`src/rtl/ncbl_pkg.sv`:
```
`timescale 1ns / 1ps
// ----------------------------------------------------------------------------
// ncbl_pkg
// Shared types, widths and codes for the nearest centre bin lookup unit.
// ----------------------------------------------------------------------------
package ncbl_pkg;

  // Field widths
  localparam int LEVEL_W    = 16;
  localparam int NBINS_W    = 13;
  localparam int NCENT_W    = 5;
  localparam int SLOT_W     = 4;
  localparam int BIN_W      = 12;
  localparam int PROD_W     = BIN_W + LEVEL_W;
  localparam int CFG_IDX_W  = 2;
  localparam int CFG_DATA_W = 16;

  // Default table depth
  localparam int DEFAULT_MAX_CENTRES = 16;

  // Bin count limits
  localparam logic [NBINS_W-1:0] NBINS_MIN = 13'd2;
  localparam logic [NBINS_W-1:0] NBINS_MAX = 13'd4096;

  // Register reset values
  localparam logic [LEVEL_W-1:0] MAX_LEVEL_RST   = 16'hFFFF;
  localparam logic [NBINS_W-1:0] NUM_BINS_RST    = 13'd256;
  localparam logic [NCENT_W-1:0] NUM_CENTRES_RST = 5'd16;

  // Register indexes
  localparam logic [CFG_IDX_W-1:0] CFG_MAX_LEVEL   = 2'd0;
  localparam logic [CFG_IDX_W-1:0] CFG_NUM_BINS    = 2'd1;
  localparam logic [CFG_IDX_W-1:0] CFG_NUM_CENTRES = 2'd2;

  // Request codes
  localparam logic REQ_LOAD  = 1'b0;
  localparam logic REQ_QUERY = 1'b1;

  // Control sequencer states
  typedef enum logic [1:0] {
    S_IDLE,
    S_DIV,
    S_SCAN,
    S_DONE
  } state_t;

  // Divider status
  typedef struct packed {
    logic                 done;
    logic [LEVEL_W-1:0]   quot;
  } div_status_t;

endpackage

```
`src/rtl/ncbl_if.sv`:
```
`timescale 1ns / 1ps
// ----------------------------------------------------------------------------
// ncbl_if
// Valid/ready channels of the lookup unit: requests, results, register writes.
// ----------------------------------------------------------------------------

// Request channel
interface ncbl_req_if import ncbl_pkg::*; ();
  logic               valid;
  logic               ready;
  logic               req_type;
  logic [SLOT_W-1:0]  centre_slot;
  logic [LEVEL_W-1:0] centre_level;
  logic [BIN_W-1:0]   bin_index;

  modport source (output valid, req_type, centre_slot, centre_level, bin_index,
                  input ready);
  modport sink   (input valid, req_type, centre_slot, centre_level, bin_index,
                  output ready);
endinterface

// Result channel
interface ncbl_res_if import ncbl_pkg::*; ();
  logic               valid;
  logic               ready;
  logic [SLOT_W-1:0]  nearest_centre;
  logic [LEVEL_W-1:0] bin_level;

  modport source (output valid, nearest_centre, bin_level, input ready);
  modport sink   (input valid, nearest_centre, bin_level, output ready);
endinterface

// Register write channel
interface ncbl_cfg_if import ncbl_pkg::*; ();
  logic                  valid;
  logic                  ready;
  logic [CFG_IDX_W-1:0]  index;
  logic [CFG_DATA_W-1:0] data;

  modport source (output valid, index, data, input ready);
  modport sink   (input valid, index, data, output ready);
endinterface

```
`src/rtl/nearest_centre_bin_lookup_unit.sv`:
```
`timescale 1ns / 1ps
// Query: after a query transfers, the bit-serial divider computes the bin level,
//   then the scan does one centre table read per cycle; the result is registered.
// Requests are accepted only in the idle state, so a new query or load waits until
//   the previous query's result is loaded; a load writes the table on its transfer.
// Reset: registers return to max_level 65535, num_bins 256, num_centres 16;
//   the centre table is not cleared and holds garbage until loaded.
// ----------------------------------------------------------------------------
// nearest_centre_bin_lookup_unit
// Maps a bin index to its level and finds the nearest stored centre level.
// ----------------------------------------------------------------------------
module nearest_centre_bin_lookup_unit import ncbl_pkg::*; #(
  parameter int MAX_CENTRES = DEFAULT_MAX_CENTRES
) (
  input  logic        clk,
  input  logic        rst,
  ncbl_req_if.sink    req,
  ncbl_res_if.source  res,
  ncbl_cfg_if.sink    cfg
);

  localparam int IW = (MAX_CENTRES > 1) ? $clog2(MAX_CENTRES) : 1;
  localparam int CW = $clog2(MAX_CENTRES + 1);

  state_t state, state_next;

  // Configuration registers
  logic [LEVEL_W-1:0] max_level;
  logic [NBINS_W-1:0] num_bins;
  logic [NCENT_W-1:0] num_centres;

  assign cfg.ready = 1'b1;

  always_ff @(posedge clk) begin
    if (rst) begin
      max_level   <= MAX_LEVEL_RST;
      num_bins    <= NUM_BINS_RST;
      num_centres <= NUM_CENTRES_RST;
    end else if (cfg.valid && cfg.ready) begin
      case (cfg.index)
        CFG_MAX_LEVEL:   max_level   <= cfg.data[LEVEL_W-1:0];
        CFG_NUM_BINS:    num_bins    <= cfg.data[NBINS_W-1:0];
        CFG_NUM_CENTRES: num_centres <= cfg.data[NCENT_W-1:0];
        default: ;
      endcase
    end
  end

  // Effective bin count, clamped bin, product
  logic [NBINS_W-1:0] nb_eff;
  logic [BIN_W-1:0]   nb_m1;
  logic [BIN_W-1:0]   bin_clamped;
  logic [PROD_W-1:0]  product;

  always_comb begin
    if (num_bins < NBINS_MIN)      nb_eff = NBINS_MIN;
    else if (num_bins > NBINS_MAX) nb_eff = NBINS_MAX;
    else                           nb_eff = num_bins;
    nb_m1       = BIN_W'(nb_eff - 1'b1);
    bin_clamped = (req.bin_index > nb_m1) ? nb_m1 : req.bin_index;
    product     = PROD_W'(bin_clamped) * PROD_W'(max_level);
  end

  // Effective centre count
  logic [31:0]   nc_wide;
  logic [CW-1:0] nc_eff;

  always_comb begin
    if (num_centres == '0)                     nc_wide = 32'd1;
    else if (32'(num_centres) > MAX_CENTRES)   nc_wide = 32'(MAX_CENTRES);
    else                                       nc_wide = 32'(num_centres);
    nc_eff = nc_wide[CW-1:0];
  end

  logic req_xfer;
  logic is_query;
  assign req_xfer = req.valid && req.ready;
  assign is_query = req_xfer && (req.req_type == REQ_QUERY);

  // Divider
  div_status_t div_st;

  ncbl_divider u_div (
    .clk      (clk),
    .rst      (rst),
    .start    (is_query),
    .dividend (product),
    .divisor  (nb_m1),
    .status   (div_st)
  );

  // Centre table
  logic [LEVEL_W-1:0] centre_mem [MAX_CENTRES];
  logic [LEVEL_W-1:0] mem_q;
  logic [31:0]        slot_wide;
  logic               slot_ok;
  logic [CW-1:0]      issue_cnt;
  logic               rd_issue;

  assign slot_wide = 32'(req.centre_slot);
  assign slot_ok   = (slot_wide < 32'(MAX_CENTRES));
  assign rd_issue  = (state == S_SCAN) && (issue_cnt < nc_eff);

  always_ff @(posedge clk) begin
    if (req_xfer && (req.req_type == REQ_LOAD) && slot_ok) begin
      centre_mem[slot_wide[IW-1:0]] <= req.centre_level;
    end
    if (rd_issue) begin
      mem_q <= centre_mem[issue_cnt[IW-1:0]];
    end
  end

  // Scan bookkeeping and running minimum
  logic               rd_valid;
  logic [IW-1:0]      rd_idx;
  logic [LEVEL_W-1:0] level;
  logic [LEVEL_W-1:0] best_diff;
  logic [IW-1:0]      best_idx;
  logic [LEVEL_W-1:0] delta;
  logic               take;
  logic               scan_end;

  always_comb begin
    delta    = (mem_q >= level) ? (mem_q - level) : (level - mem_q);
    take     = rd_valid && ((rd_idx == '0) || (delta < best_diff));
    scan_end = (issue_cnt == nc_eff) && !rd_valid;
  end

  always_ff @(posedge clk) begin
    if (rst) begin
      rd_valid  <= 1'b0;
      issue_cnt <= '0;
    end else begin
      rd_valid <= rd_issue;
      if (state == S_DIV) begin
        issue_cnt <= '0;
      end else if (rd_issue) begin
        issue_cnt <= issue_cnt + 1'b1;
      end
    end
  end

  always_ff @(posedge clk) begin
    if (div_st.done) level <= div_st.quot;
    if (rd_issue)    rd_idx <= issue_cnt[IW-1:0];
    if (take) begin
      best_diff <= delta;
      best_idx  <= rd_idx;
    end
  end

  // Output register
  logic               res_valid;
  logic [SLOT_W-1:0]  res_centre;
  logic [LEVEL_W-1:0] res_level;
  logic               res_load;
  logic [31:0]        best_wide;

  assign best_wide = 32'(best_idx);
  assign res_load  = (state == S_DONE) && (!res_valid || res.ready);

  always_ff @(posedge clk) begin
    if (rst) begin
      res_valid <= 1'b0;
    end else if (res_load) begin
      res_valid <= 1'b1;
    end else if (res.ready) begin
      res_valid <= 1'b0;
    end
  end

  always_ff @(posedge clk) begin
    if (res_load) begin
      res_centre <= best_wide[SLOT_W-1:0];
      res_level  <= level;
    end
  end

  assign res.valid          = res_valid;
  assign res.nearest_centre = res_centre;
  assign res.bin_level      = res_level;

  // Sequencer: next state
  always_comb begin
    state_next = state;
    case (state)
      S_IDLE:  if (is_query)    state_next = S_DIV;
      S_DIV:   if (div_st.done) state_next = S_SCAN;
      S_SCAN:  if (scan_end)    state_next = S_DONE;
      S_DONE:  if (res_load)    state_next = S_IDLE;
      default:                  state_next = S_IDLE;
    endcase
  end

  // Sequencer: outputs
  always_comb begin
    case (state)
      S_IDLE:  req.ready = 1'b1;
      default: req.ready = 1'b0;
    endcase
  end

  always_ff @(posedge clk) begin
    if (rst) state <= S_IDLE;
    else     state <= state_next;
  end

  // Checks
  a_rise_from_done: assert property (@(posedge clk) disable iff (rst)
    $rose(res.valid) |-> $past(state == S_DONE))
    else $error("result raised outside the done state");

  a_div_in_div: assert property (@(posedge clk) disable iff (rst)
    div_st.done |-> (state == S_DIV))
    else $error("divider finished outside the divide state");

  a_scan_bound: assert property (@(posedge clk) disable iff (rst)
    (state == S_SCAN) |-> (issue_cnt <= nc_eff))
    else $error("scan ran past the centre count");

  a_query_starts_div: assert property (@(posedge clk) disable iff (rst)
    is_query |=> (state == S_DIV))
    else $error("query transfer did not start the divide");

endmodule

```
`src/rtl/ncbl_divider.sv`:
```
`timescale 1ns / 1ps
// ----------------------------------------------------------------------------
// ncbl_divider
// Restoring divider, one quotient bit per cycle, for the bin level.
// ----------------------------------------------------------------------------
module ncbl_divider import ncbl_pkg::*; (
  input  logic              clk,
  input  logic              rst,
  input  logic              start,
  input  logic [PROD_W-1:0] dividend,
  input  logic [BIN_W-1:0]  divisor,
  output div_status_t       status
);

  localparam int CNT_W = $clog2(PROD_W + 1);
  localparam logic [CNT_W-1:0] LAST_STEP = CNT_W'(PROD_W - 1);

  logic              busy;
  logic              done;
  logic [CNT_W-1:0]  cnt;
  logic [BIN_W-1:0]  rem;
  logic [BIN_W-1:0]  dvsr;
  logic [PROD_W-1:0] quo;

  logic [BIN_W:0]    trial;
  logic [BIN_W:0]    diff;
  logic              qbit;

  // Trial subtract of the shifted remainder
  always_comb begin
    trial = {rem, quo[PROD_W-1]};
    diff  = trial - {1'b0, dvsr};
    qbit  = (trial >= {1'b0, dvsr});
  end

  // Control
  always_ff @(posedge clk) begin
    if (rst) begin
      busy <= 1'b0;
      done <= 1'b0;
      cnt  <= '0;
    end else begin
      done <= 1'b0;
      if (start) begin
        busy <= 1'b1;
        cnt  <= '0;
      end else if (busy) begin
        cnt <= cnt + 1'b1;
        if (cnt == LAST_STEP) begin
          busy <= 1'b0;
          done <= 1'b1;
        end
      end
    end
  end

  // Datapath: dividend shifts out as quotient shifts in
  always_ff @(posedge clk) begin
    if (start) begin
      rem  <= '0;
      dvsr <= divisor;
      quo  <= dividend;
    end else if (busy) begin
      rem <= qbit ? diff[BIN_W-1:0] : trial[BIN_W-1:0];
      quo <= {quo[PROD_W-2:0], qbit};
    end
  end

  assign status.done = done;
  assign status.quot = quo[LEVEL_W-1:0];

endmodule
```
`src/flat_wrapper.sv`:
```
// flat-port wrapper written by rule: the top's interface ports become plain ports
module nearest_centre_bin_lookup_unit_flat import ncbl_pkg::*;
#(
  parameter int MAX_CENTRES = DEFAULT_MAX_CENTRES
)
  (clk, rst, req_valid, req_req_type, req_centre_slot, req_centre_level, req_bin_index, req_ready, res_valid, res_nearest_centre, res_bin_level, res_ready, cfg_valid, cfg_index, cfg_data, cfg_ready);
  ncbl_req_if req_i ();
  ncbl_res_if res_i ();
  ncbl_cfg_if cfg_i ();
  input  logic clk;
  input  logic rst;
  input wire logic [$bits(req_i.valid)-1:0] req_valid;
  input wire logic [$bits(req_i.req_type)-1:0] req_req_type;
  input wire logic [$bits(req_i.centre_slot)-1:0] req_centre_slot;
  input wire logic [$bits(req_i.centre_level)-1:0] req_centre_level;
  input wire logic [$bits(req_i.bin_index)-1:0] req_bin_index;
  output wire logic [$bits(req_i.ready)-1:0] req_ready;
  output wire logic [$bits(res_i.valid)-1:0] res_valid;
  output wire logic [$bits(res_i.nearest_centre)-1:0] res_nearest_centre;
  output wire logic [$bits(res_i.bin_level)-1:0] res_bin_level;
  input wire logic [$bits(res_i.ready)-1:0] res_ready;
  input wire logic [$bits(cfg_i.valid)-1:0] cfg_valid;
  input wire logic [$bits(cfg_i.index)-1:0] cfg_index;
  input wire logic [$bits(cfg_i.data)-1:0] cfg_data;
  output wire logic [$bits(cfg_i.ready)-1:0] cfg_ready;
  assign req_i.valid = req_valid;
  assign req_i.req_type = req_req_type;
  assign req_i.centre_slot = req_centre_slot;
  assign req_i.centre_level = req_centre_level;
  assign req_i.bin_index = req_bin_index;
  assign req_ready = req_i.ready;
  assign res_valid = res_i.valid;
  assign res_nearest_centre = res_i.nearest_centre;
  assign res_bin_level = res_i.bin_level;
  assign res_i.ready = res_ready;
  assign cfg_i.valid = cfg_valid;
  assign cfg_i.index = cfg_index;
  assign cfg_i.data = cfg_data;
  assign cfg_ready = cfg_i.ready;
  nearest_centre_bin_lookup_unit #(.MAX_CENTRES(MAX_CENTRES)) u_core (.clk(clk), .rst(rst), .req(req_i), .res(res_i), .cfg(cfg_i));
endmodule
```
`config.mk`:
```
export PLATFORM = sky130hd
export DESIGN_NAME = nearest_centre_bin_lookup_unit_flat
export DESIGN_NICKNAME = d
export VERILOG_FILES = /design/src/rtl/ncbl_pkg.sv /design/src/rtl/ncbl_if.sv /design/src/rtl/nearest_centre_bin_lookup_unit.sv /design/src/rtl/ncbl_divider.sv /design/src/flat_wrapper.sv
export SDC_FILE = /design/constraint.sdc
export NUM_CORES = 1
export LEC_CHECK = 0
export BUFFER_PORTS_ARGS = -buffer_cell sky130_fd_sc_hd__buf_2
export CAP_MARGIN = 25
export CORE_UTILIZATION = 30
export CTS_CLUSTER_DIAMETER = 150
export CTS_CLUSTER_SIZE = 40
export DETAILED_ROUTE_END_ITERATION = 10
export PLACE_DENSITY = 0.43
export SKIP_CTS_REPAIR_TIMING = 1
export SLEW_MARGIN = 20
export SYNTH_ARGS = -nofsm -noshare
export SYNTH_HDL_FRONTEND = slang
export SYNTH_SLANG_ARGS = --single-unit
export TNS_END_PERCENT = 50
```
`constraint.sdc`:
```
create_clock -name clk -period 28.6 [get_ports clk]
set_input_delay 5.72 -clock clk [delete_from_list [all_inputs] [get_ports clk]]
set_output_delay 5.72 -clock clk [all_outputs]
set_load 0.05 [all_outputs]
```
After elaboration in Yosys (flattened, before gate mapping)
Memories as Yosys holds them, arrays and structs flattened. A register that Yosys moved wholly into a read port is not among the register bits.
Cells that the tools add are included.
Cells by class
  $add $sub $neg: 6
  $mul: 1
  $lt $le $gt $ge: 9
  equality and inequality tests: 11
  mux-type cells: 23
  bitwise operators: 2
  reductions and logical operators: 25
Operators with widths (number)
  28-bit two-way mux: 2
  12-bit two-way mux: 4
  16-bit subtractor: 2
  12-bit by 16-bit multiplier with 28-bit output: 1
  16-bit >= comparator: 1
  16-bit less-than comparator: 1
  16-bit two-way mux: 1
  13-bit by 12-bit >= comparator with 1-bit output: 1
  13-bit > comparator (second input constant): 1
  13-bit by 2-bit less-than comparator with 1-bit output (second input constant): 1
  12-bit > comparator: 1
  12-bit by 1-bit subtractor with 12-bit output (second input constant): 1
  12-bit subtractor: 1
  5-bit by 1-bit adder with 5-bit output (second input constant): 2
  5-bit two-way mux: 2
  1-bit two-way mux: 9
  1-bit logical AND: 8
  2-bit two-way mux: 4
  2-bit one-hot mux with 4 select lines: 1
  2-bit equality test (second input constant): 3
  2-bit by 1-bit != test with 1-bit output (second input constant): 3
  2-bit AND reduction: 3
  5-bit equality test: 1
  5-bit equality test (second input constant): 1
  15 further kinds: 22
Word-level totals
  register bits: 162
  bits in writable memories: 256
  bits of input ports: 56
  output and inout port bits: 23
  word-level logic and storage cells: 97
  memories kept: 1
Memory list
  u_core.centre_mem: words 16, width 16, rd ports 1, clocked after Yosys merged registers in 1, wr ports 1, line nearest_centre_bin_lookup_unit.sv:93  | logic [LEVEL_W-1:0] centre_mem [MAX_CENTRES];

Logic depth before layout (Yosys ltp)
  depth after elaboration: 8
  gate-level depth with buffers: 41
  mapped depth without buffers: 37

By module
A second synthesis with hierarchy kept.
Unflattened totals
  cell total of the unflattened synthesis: 2111
  area, all modules: 26360.3 µm²
Modules (own cells, without submodules)
  nearest_centre_bin_lookup_unit: instances 1, cells an instance 1833, area each 23162.2 µm², seq. area each 10830.4 µm²
  ncbl_divider: instances 1, cells an instance 278, area each 3198.1 µm², seq. area each 1581.5 µm²

Worst setup path after synthesis
OpenSTA, ideal clock, no wires.
  kind: input to register
  from: input req_bin_index[8]
  to: register u_core.u_div.quo[24], data pin
  library setup time: 0.267 ns
  data arrival time: 12.105 ns
  required time: 28.333 ns
  slack: 16.228 ns
  cell stages on the path: 29
  buffers on the path: 2
  cell sequence: ha_1 nand4_1 nor2_1 a211oi_1 o21ai_0 o2111ai_4 buf_8 nand2_1 o21ai_2 buf_6 and2_1 fa_1 inv_1 fa_1 inv_1 fa_1 fa_1 inv_1 fa_1 inv_1 ha_1 and3_1 o31ai_1 a21oi_1 or4_1 o21ai_0 a21oi_1 xnor2_1 o21ai_0
On the way
  word-level cells in the longest chain between the ends: 4
Ends and longest elaborated chain
  from (decl): line flat_wrapper.sv:16  | input wire logic [$bits(req_i.bin_index)-1:0] req_bin_index;
  12-bit > comparator: line nearest_centre_bin_lookup_unit.sv:60  | bin_clamped = (req.bin_index > nb_m1) ? nb_m1 : req.bin_index;
  12-bit two-way mux *: line nearest_centre_bin_lookup_unit.sv:60
  12-bit by 16-bit multiplier with 28-bit output *: line nearest_centre_bin_lookup_unit.sv:61  | product = PROD_W'(bin_clamped) * PROD_W'(max_level);
  28-bit two-way mux *: line ncbl_divider.sv:59  | if (start) begin
  to (signal assigned): line ncbl_divider.sv:62  | quo <= dividend;
  to (signal assigned): line ncbl_divider.sv:65  | quo <= {quo[PROD_W-2:0], qbit};
  to (decl): line ncbl_divider.sv:23  | logic [PROD_W-1:0] quo;
Mark *: on every way between the ends. The rest lies on a longest branch, timed or not.
A chain may end at the register's enable or synchronous reset.

Worst setup path after layout
  from: input req_bin_index[3]
  to: register u_core.u_div.quo[25], data pin
Same word-level chain as after synthesis.

==> flow_metrics.py <==
metrics = {
    "floorplan": {
        "chipWidth_um": 292.8,
        "initial_core_util_pct": 30.31,
        "rows": 106,
        "fp.dieH_um": 292.8,
        "pin_count": 79,
        "dieArea_um2": 85710,
        "core_um2": 83690,
    },
    "final_layout": {
        "fillers": 8386,
        "final_cell_mix": "372 x edfxtp_1, 269 x inv_1, 250 x nand2_1",
        "drive_gt1_share_pct": 12.42,
        "num_antenna_cells": 0,
        "layout_commonest_cell": "edfxtp_1",
        "syn_to_final_growth_pct": 9.157,
        "nets": 2433,
    },
    "clock_tree": {
        "clock_path_buffers": 3,
        "clk_pin_slew_ns": 0.12,
        "cts_sinks": 434,
        "cts_buffers": 17,
        "clock_latency_ns": 0.58,
        "cts_root_buf": "clkbuf_16",
        "cts_tree": "done",
        "h-tree-depth": 1,
    },
    "timing": {
        "grt_setup_unrepaired": "false",
        "timing.fmax_mhz": 77.34,
        "period_share_pct": 45.21,
        "skew_ns": 0.04832,
        "post-route-min-period_ns": 12.93,
        "finalMaxSlewViolations": 0,
        "setup_violations": 0,
        "slew_headroom_pct": 35.66,
        "worstMarginPinSlew_ns": 0.9651,
        "finalHoldViolCount": 0,
        "fin_tns_setup_ns": 0,
    },
    "setup_path": {
        "crit_family": "adder cells",
        "critPathCaptureType": "flip-flop",
        "crit_buf_inv": 4,
        "arrival_ns": 13.21,
        "cp_max_fo": 19,
        "r2r_slack_ns": 18.08,
        "critical_path_class": "primary input to flip-flop",
        "worstPathRequired_ns": 28.88,
        "crit_slowest_cell": "o21ai_2",
        "startpoint_type": "primary input",
        "path_common_cell": "fa_1",
        "max_stage_delay_ns": 0.82,
    },
    "yosys": {
        "synthMuxAreaShare_pct": 8.244,
        "synth-simple-area-share_pct": 10.16,
        "synth_top_family_by_area": "adder cells",
        "synth-xor-area-share_pct": 1.796,
        "syn_area_um2": 25360,
        "synth_top_cell_area_share_pct": 44.05,
        "synth.area.top_cells": "edfxtp_1 44%, fa_1 11%, ha_1 7.3%, mux4_2 7.1%, dfxtp_1 4.9%",
        "synth_edf_count": 372,
        "yosysTopAreaCell": "edfxtp_1",
        "yosys.area_share.adder_pct": 18.54,
        "synth_warnings": 0,
        "synth-compound-area-share_pct": 6.823,
        "synthCells": 2047,
        "synthArstFlopShare_pct": 0,
        "synth_cell_types": 73,
        "syn_nets": 2393,
        "avgSynthCellArea_um2": 12.39,
        "synth_flop_cell": "edfxtp_1",
        "yosysSeqAreaShare_pct": 48.94,
        "ys_ff_latch": 434,
    },
    "global_route": {
        "grtUsageMet3_pct": 1.593,
        "grt_pass1_vias": 15690,
        "globalRoute.totalOverflow": 0,
        "top_usage_layer": "met2",
        "grt_pass1_wl_um": 95110,
        "grt_max_degree": 51,
        "antenna_found_initial": 4,
        "use_met1_pct": 20.36,
        "met2_usage_pct": 23.88,
        "grt_use_total_pct": 14.38,
    },
    "placed_design": {
        "port_buffers": 77,
        "hpwl_um": 43890,
        "gp_congestion": 0.8158,
    },
    "routing": {
        "routedWlPerCell_um": 18.93,
        "drt-vias-per-instance": 4.750,
        "remaining_drc_errors": 0,
        "drt_iter0_drc": 848,
        "drt_wl_total_um": 61090,
        "vias": 15330,
        "drt_pass1_iterations": 5,
        "ant_nets": 0,
    },
    "outcome": {
        "outcome": "complete, no violations",
    },
    "min_path": {
        "min_path_type": "flip-flop to flip-flop",
    },
    "flow_run": {
        "maxCapViolations": 0,
    },
}
-- state kept, by name, summed over array words and instances (netlist names) --
signal,flops
u_core.issue_cnt,5
u_core.best_idx,4
u_core.max_level,16
u_core.res.valid,1
u_core.u_div.cnt,5
u_core.mem_q,16
u_core.u_div.done,1
u_core.u_div.quo,28
u_core.level,16
u_core.rd_valid,1
u_core.best_diff,16
u_core.u_div.dvsr,12
u_core.u_div.rem,12
u_core.rd_idx,4
u_core.num_bins,13
u_core.num_centres,5
u_core.u_div.busy,1
u_core.res.bin_level,16
u_core.res.nearest_centre,4
u_core.state,2
u_core.centre_mem,256
-- synth_stat cells (all sizes together) (3+ instances only) --
library cell / count
or3: 4
edfxtp: 372
or2: 3
o31ai: 10
o21ai: 75
o22ai: 3
nor3: 33
and2: 66
ha: 147
and3: 6
nor3b: 3
nand2b: 22
inv: 269
clkbuf: 64
buf: 21
xnor2: 34
o211ai: 8
dfxtp: 62
mux2i: 21
xor2: 18
nand4: 13
nand3b: 7
nand3: 25
a211oi: 8
a21oi: 78
nor4: 3
mux2: 6
a31oi: 5
o21bai: 5
or4: 6
nor2b: 28
nand2: 250
a41oi: 3
mux4: 80
fa: 143
o21a: 14
a21boi: 5
a21o: 19
a211o: 18
nor2: 66
-- per-layer routing --
layer | wire length, um | up-vias
met5 | 27 | -
met4 | 933 | 4
met3 | 1842 | 50
met2 | 29160 | 207
met1 | 29120 | 7910
li1 | - | 7156
-- metrics by stage --
| step | hold WS (ns) | setup slack [ns] | area (um^2) | util, % | cells |
|---|---|---|---|---|---|
| finish | 0.4406 | 15.67 | 27680 | 33.08 | 3227 |
| global route | 0.4527 | 15.12 | 27680 | 33.08 | 3227 |
| CTS | 0.4439 | 15.66 | 27650 | 33.04 | 3225 |
| detailed placement | 0.4045 | 15.06 | 27060 | 32.34 | 3200 |
| global placement | 0.4109 | 15.26 | 27060 | 32.33 | 3200 |
| floorplan | 0.4003 | 16.23 | 25360 | - | 2047 |
-- final cells by class --
type / count / area [um^2] / area share (%)
sequential: 434 / 12420 / 44.86
tap: 1134 / 1419 / 5.125
clock buffer: 17 / 425.4 / 1.537
inverter: 269 / 1010 / 3.647
multi-input combinational: 1259 / 11630 / 42.00
clock inverter: 8 / 161.4 / 0.5830
timing repair buffer: 106 / 623.1 / 2.251
-- logic make-up after synthesis --
| kind of cell | Yosys count |
|---|---|
| adder cells (fa/ha/maj) | 290 |
| XOR/XNOR | 52 |
| buffers and inverters | 354 |
| other | 1 |
| flip-flops | 434 |
| multiplexers | 107 |
| AO/OA/AOI/OAI | 267 |
| AND/OR/NAND/NOR | 542 |
-- worst paths after layout --
path,from,end,cells after the start
worst max-delay path,req_bin_index[3],u_core.u_div.quo[25],26
worst min-delay path,u_core.best_idx[2],u_core.res.nearest_centre[2],0
worst max register to register,u_core.num_bins[5],u_core.u_div.quo[25],32
worst min register to register,u_core.best_idx[2],u_core.res.nearest_centre[2],0
Power is left out: the tool's default activity adds up to more than one toggle a clock period on the data nets, which glitch-free logic cannot reach.
